File: config.mk
export PLATFORM = sky130hd
export DESIGN_NAME = cel_scan
export DESIGN_NICKNAME = d
export VERILOG_FILES = /design/src/rtl/cel_pkg.sv /design/src/rtl/cel_scan.sv
export SDC_FILE = /design/constraint.sdc
export NUM_CORES = 1
export LEC_CHECK = 0
export ABC_CLOCK_PERIOD_IN_PS = 2700
export BUFFER_PORTS_ARGS = -buffer_cell sky130_fd_sc_hd__buf_2
export CAP_MARGIN = 0
export CORE_MARGIN = 3
export CORE_UTILIZATION = 50
export DETAILED_ROUTE_END_ITERATION = 10
export PLACE_DENSITY = 0.77
export SLEW_MARGIN = 15
export SYNTH_ARGS = -nofsm -noshare
export SYNTH_HDL_FRONTEND = slang
export SYNTH_SLANG_ARGS = --single-unit
export TNS_END_PERCENT = 100
File: constraint.sdc
create_clock -name clk -period 2.7 [get_ports clk]
set_clock_uncertainty 0.05 [all_clocks]
set_input_delay 0.675 -clock clk [delete_from_list [all_inputs] [get_ports clk]]
set_output_delay 0.675 -clock clk [all_outputs]
set_load 0.005 [all_outputs]
File: src/rtl/cel_pkg.sv
// Shared types and constants for the CSR edge lookup block.
// Holds table sizes, field widths and the kind codes; depends on nothing.
package cel_pkg;

	// Table sizes.
	localparam int MaxNodes = 1024;
	localparam int MaxEdges = 4096;

	// Word field widths.
	localparam int KIND_W   = 2;
	localparam int LADDR_W  = 12;
	localparam int LVAL_W   = 13;
	localparam int NODE_W   = 10;
	localparam int EIDX_W   = 12;
	localparam int NCOUNT_W = 11;

	// Derived memory geometry.
	localparam int OFF_AW = $clog2(MaxNodes + 1);
	localparam int OFF_W  = LVAL_W;
	localparam int TGT_AW = $clog2(MaxEdges);
	localparam int TGT_W  = NODE_W;
	localparam int EPTR_W = TGT_AW + 1;

	// Input word kinds.
	localparam logic [KIND_W-1:0] KIND_LOAD_OFFSET = 2'd0;
	localparam logic [KIND_W-1:0] KIND_LOAD_TARGET = 2'd1;
	localparam logic [KIND_W-1:0] KIND_QUERY       = 2'd2;

	// Scan unit control and status.
	typedef struct packed {
		logic              start;
		logic [OFF_W-1:0]  first;
		logic [EPTR_W-1:0] last;
	} scan_ctl_t;

	typedef struct packed {
		logic              done;
		logic              found;
		logic [EIDX_W-1:0] index;
	} scan_stat_t;

endpackage

File: src/rtl/cel_scan.sv
// Edge range scanner: walks one edge index per cycle and compares the
// stored target against the wanted node. Depends on cel_pkg.
module cel_scan (
	input  logic                          clk,
	input  logic                          arst_n,
	input  cel_pkg::scan_ctl_t            ctl,
	input  logic [cel_pkg::NODE_W-1:0]    dst,
	output logic                          rd_en,
	output logic [cel_pkg::TGT_AW-1:0]    rd_addr,
	input  logic [cel_pkg::TGT_W-1:0]     rd_data,
	output cel_pkg::scan_stat_t           stat
);
	import cel_pkg::*;

	logic              busy_q;
	logic [EPTR_W-1:0] ptr_q;
	logic [EPTR_W-1:0] last_q;
	logic              pend_s1;
	logic [EIDX_W-1:0] idx_s1;
	logic              issue;
	logic              hit;

	// Issue a read while edges remain; compare the one read last cycle.
	always_comb begin
		issue      = busy_q && (ptr_q < last_q);
		hit        = busy_q && pend_s1 && (rd_data == dst);
		rd_en      = issue;
		rd_addr    = ptr_q[TGT_AW-1:0];
		stat.done  = busy_q && (hit || (!issue && !pend_s1));
		stat.found = hit;
		stat.index = hit ? idx_s1 : '0;
	end

	// Sequencing of the scan pointer.
	always_ff @(posedge clk or negedge arst_n) begin
		if (!arst_n) begin
			busy_q  <= 1'b0;
			pend_s1 <= 1'b0;
		end else if (ctl.start) begin
			busy_q  <= 1'b1;
			pend_s1 <= 1'b0;
		end else if (busy_q) begin
			busy_q  <= !stat.done;
			pend_s1 <= issue && !hit;
		end
	end

	// Pointer and index registers carry no reset.
	always_ff @(posedge clk) begin
		if (ctl.start) begin
			ptr_q  <= EPTR_W'(ctl.first);
			last_q <= ctl.last;
		end else if (issue) begin
			ptr_q  <= ptr_q + 1'b1;
		end
		if (issue) begin
			idx_s1 <= ptr_q[EIDX_W-1:0];
		end
	end

	// A pending compare always belongs to an edge inside the range.
	a_pend_in_range: assert property (@(posedge clk) disable iff (!arst_n)
		busy_q && pend_s1 |-> (EPTR_W'(idx_s1) < last_q))
		else $error("pending edge index outside scan range");

	// A finished scan releases the unit on the next cycle.
	a_done_frees: assert property (@(posedge clk) disable iff (!arst_n)
		stat.done && !ctl.start |=> !busy_q)
		else $error("scan unit stayed busy after done");

	// A hit is only reported for an edge that was actually read.
	a_hit_pending: assert property (@(posedge clk) disable iff (!arst_n)
		stat.found |-> $past(issue))
		else $error("hit without a preceding read");
endmodule

Word level (Yosys, flattened, before mapping)
Cells that the tools add are included.
W data, S select, Z words.
{"block": "totals", "romBits": 0, "mem_bits_rw": 0, "inputBits": 49, "memories": 0, "wordCells": 28, "regBits": 40, "latch_bits": 0, "out_inout_bits": 27}
{"block": "op_classes", "n_mul": 0, "n_addsub": 1, "shift": 0, "n_eq_ne": 1, "n_reduce_logical": 13, "order_cmp": 1, "div": 0, "n_bitwise": 0, "mux": 7}
{"operator": "$mux W13", "count": 2}
{"operator": "$add A13 B1 Y13 const B", "count": 1}
{"operator": "$lt A13 B13 Y1", "count": 1}
{"operator": "$mux W12", "count": 1}
{"operator": "$eq A10 B10 Y1", "count": 1}
{"operator": "$logic_and A1 B1 Y1", "count": 6}
{"operator": "$logic_not A1 Y1", "count": 4}
{"operator": "$mux W1", "count": 4}
{"operator": "$reduce_bool A2 Y1", "count": 2}
{"operator": "$logic_or A1 B1 Y1", "count": 1}

Depth between registers and ports, before layout
{"block": "logic_depth", "ltp_word": 9, "ltp_mapped": 7, "depth_no_buf": 7}

Least setup slack after synthesis
OpenSTA, ideal clock, no wires.
{"block": "synth_path", "kind": "reg-to-output", "startpoint": "register ptr_q[6]", "endpoint": "output rd_en", "slack_ps": 264, "path_buffers": 0, "t_arrival_ps": 1711, "t_required_ps": 1975, "path_stages_with_launch": 6, "path_cell_list": "edfxtp_1 -> ha_1 -> a21oi_1 -> o21ai_0 -> o21ai_0 -> and2_1"}
{"block": "synth_between", "elab_chain_len": 2}
{"item": "start: declaration", "line_no": "cel_scan.sv:16", "source": "logic [EPTR_W-1:0] ptr_q;"}
{"item": "start signal: assignment", "line_no": "cel_scan.sv:51", "source": "ptr_q <= EPTR_W'(ctl.first);"}
{"item": "start signal: assignment", "line_no": "cel_scan.sv:54", "source": "ptr_q <= ptr_q + 1'b1;"}
{"item": "$lt A13 B13 Y1", "line_no": "cel_scan.sv:25", "source": "issue = busy_q && (ptr_q < last_q);"}
{"item": "$logic_and A1 B1 Y1", "line_no": "cel_scan.sv:25"}
{"item": "end: declaration", "line_no": "cel_scan.sv:8", "source": "output logic rd_en,"}
No other way between the ends.

==> flow_summary.ini <==
[outcome]
status = complete, no violations

[global_routing]
grt_max_degree = 18
grt_overflow = 0
grt.total_usage_pct = 17.3
grt_antenna_before_repair = 0
grt_pass1_vias = 1540
grt_pass1_wl_um = 6790

[critical_path]
r2r_start = ptr_q[6]$_DFFE_PP_
cp_top_family = compound AO/OA/AOI/OAI gates
arrival_ns = 1.90
endpoint_kind = primary output
reg2reg_slack_ns = 0.53
cp.buffers_inverters = 1
required_ns = 1.98
crit_chain = ha_4 > a21oi_2 > o21ai_0 > o21ai_2 > a21oi_2 > o21a_1 > buf_2
startpoint_type = flip-flop
slowest_stage = edfxtp_1
r2r-end = ptr_q[1]$_DFFE_PP_
path_common_cell = a21oi_2
slowest_delay_ns = 0.43
path_class = flip-flop to primary output
critPathMaxFanout = 3
r2r_cells = 6

[detailed_routing]
antenna_left = 0
first_iter_violations = 66
wl_per_cell_um = 13.3
drc = 0
wirelength_um = 4250
routed-via-count = 1588
vias_per_cell = 4.95
firstDrtPassIters = 4

[die]
die_height_um = 72.2
initial_utilization_pct = 53.3
io_pins = 76
std_cell_rows = 23
die_w_um = 72.2
core_um2 = 4120
die-area_um2 = 5220

[min_path]
hold_path.class = input port to asynchronous set/reset pin

[sta]
maxSlewViolCount = 0
finalCriticalPeriod_ns = 2.63
max_freq_ghz = 0.381
setup_viol = 0
setup-tns-final_ns = 0
tightest_slew_ns = 0.325
rsz0062_at_grt = yes
min_period_over_period_pct = 97.3
hold_violations = 0
slew_headroom_pct = 78.3

[logic_synthesis]
seq_area_frac_synth_pct = 54.3
ys_warn_count = 0
synth_seq_cells = 40
ys_types = 31
synth_area_per_cell_um2 = 11.6
synth_cells = 189
synthFlopType = edfxtp_1
syn-num-nets = 251
synth_edf_count = 38
synthArstFlopShare_pct = 5.00
netlist_area_um2 = 2190

[cells_and_area]
area_growth_pct = 29.2
nNetsFinal = 333
drive_gt1_share_pct = 42.8
antennaDiodeCount = 0

[clock_network]
clkTransAtPathRegs_ns = 0.07
cts_sinks = 40
clk_root_buffer_cell = clkbuf_8
cts.path.max_buffers = 2
cts_max_level = 2
numCtsBuffers = 5
cts_tree = done
clk_latency_ns = 0.29

[job]
drv_cap = 0

[pwr]
ir_worst_vdd_v = 0.000379
p_leak_nw = 1.27
power_density_nw_per_um2 = 722
power_mw = 2.05

[placement]
gp_congestion = 0.777
detailed_place_hpwl_um = 3270
io_buffers = 75
[cell usage after synthesis (2+ instances only)]
| library cell | n | area share [%] |
|---|---|---|
| a211oi_1 | 2 | 0.68 |
| and2_1 | 14 | 4.0 |
| xor2_1 | 5 | 2.0 |
| xnor2_1 | 16 | 6.4 |
| o21bai_1 | 2 | 0.68 |
| nand4_1 | 4 | 1.1 |
| a21o_1 | 2 | 0.68 |
| nand2_1 | 18 | 3.1 |
| edfxtp_1 | 38 | 52 |
| and3_1 | 2 | 0.57 |
| nor2b_1 | 2 | 0.57 |
| buf_4 | 13 | 4.4 |
| o21ai_0 | 15 | 3.4 |
| nand3_1 | 5 | 1.1 |
| ha_1 | 13 | 7.4 |
| inv_1 | 14 | 2.4 |
| nor2_1 | 2 | 0.34 |
| clkbuf_1 | 3 | 0.51 |
| dfrtp_1 | 2 | 2.3 |
| a21oi_1 | 5 | 1.1 |
| nand2b_1 | 2 | 0.57 |
[registers in the layout (all words and copies together), names as in the netlist]
register / cells
busy_q: 1
idx_s1: 12
last_q: 13
pend_s1: 1
ptr_q: 13
[where the power goes]
group | internal [mW] | switching (mW)
combinational | 0.331 | 0.336
clock | 0.227 | 0.187
sequential | 0.886 | 0.0787
total | 1.44 | 0.602
[kinds of logic (layout without fill, tap and decap cells)]
group	Yosys count	after routing	share of synthesized area, %
and+or+nand+nor	55	55	14.3
DFF	40	40	54.3
muxes	1	1	0.513
xor gates and xnor gates	21	21	8.39
adders and majority gates	13	13	7.42
buffers and inverters	31	113	7.87
AOI/OAI and AO/OA	28	28	7.19
[timing repair]
action | in CTS | in global routing
hold buffers | 0 | 0
gates resized for setup | 6 | 9
pin swaps | 4 | 5
setup endpoints to repair | 2 | 2
setup buffers | 1 | 2
[worst max path at each step]
stage                              from  endpoint  slack (ns)  cells past startpoint
global placement                 dst[0]  stat[13]        0.16                      7
CTS                 ptr_q[12]$_DFFE_PP_  stat[13]       0.004                      7
detailed placement               dst[8]  stat[11]        0.15                      7
floorplan            ptr_q[6]$_DFFE_PP_     rd_en        0.26                      5
global route         ptr_q[6]$_DFFE_PP_  stat[13]       -0.04                      7
finish               ptr_q[6]$_DFFE_PP_  stat[13]        0.07                      7
[per-layer routing]
layer | share of wire [%] | GRT usage [%] | routed length, um
met5 | 0 | 0 | 0
met4 | 1.6 | 6.26 | 68
met3 | 9.7 | 5.12 | 412
met2 | 48 | 29.2 | 2040
met1 | 41 | 20.8 | 1730
[layout by cell type, fill, tap and decap left out, types with 4 or more instances in the layout]
master / instances
nand2_1: 17
xor2_1: 5
buf_4: 17
o21ai_0: 13
and2_1: 14
clkbuf_8: 7
nand4_1: 4
ha_4: 5
xnor2_1: 16
ha_1: 8
buf_2: 75
edfxtp_1: 38
nand3_1: 5
inv_1: 14
[through the flow]
step / utilization (%) / worst slack, ns / hold slack, ns / cell area [um^2] / cells
final: 68.8 / 0.0733 / 0.101 / 2830 / 321
after global routing: 68.8 / -0.0358 / 0.0913 / 2830 / 321
after CTS: 66.8 / 0.00399 / 0.0983 / 2750 / 319
after detailed placement: 63.6 / 0.153 / 0.413 / 2620 / 311
after global placement: 63.6 / 0.157 / 0.411 / 2620 / 311
after floorplan: - / 0.264 / 0.329 / 2190 / 189
[layout make-up]
class | instances | area, um^2
fill | 322 | 1280
sequential | 40 | 1190
clock buffer | 7 | 96.3
timing repair buffer | 92 | 503
inverter | 14 | 52.6
multi-input combinational | 118 | 927
tap | 50 | 62.6
(Power assumes the default switching activity.)
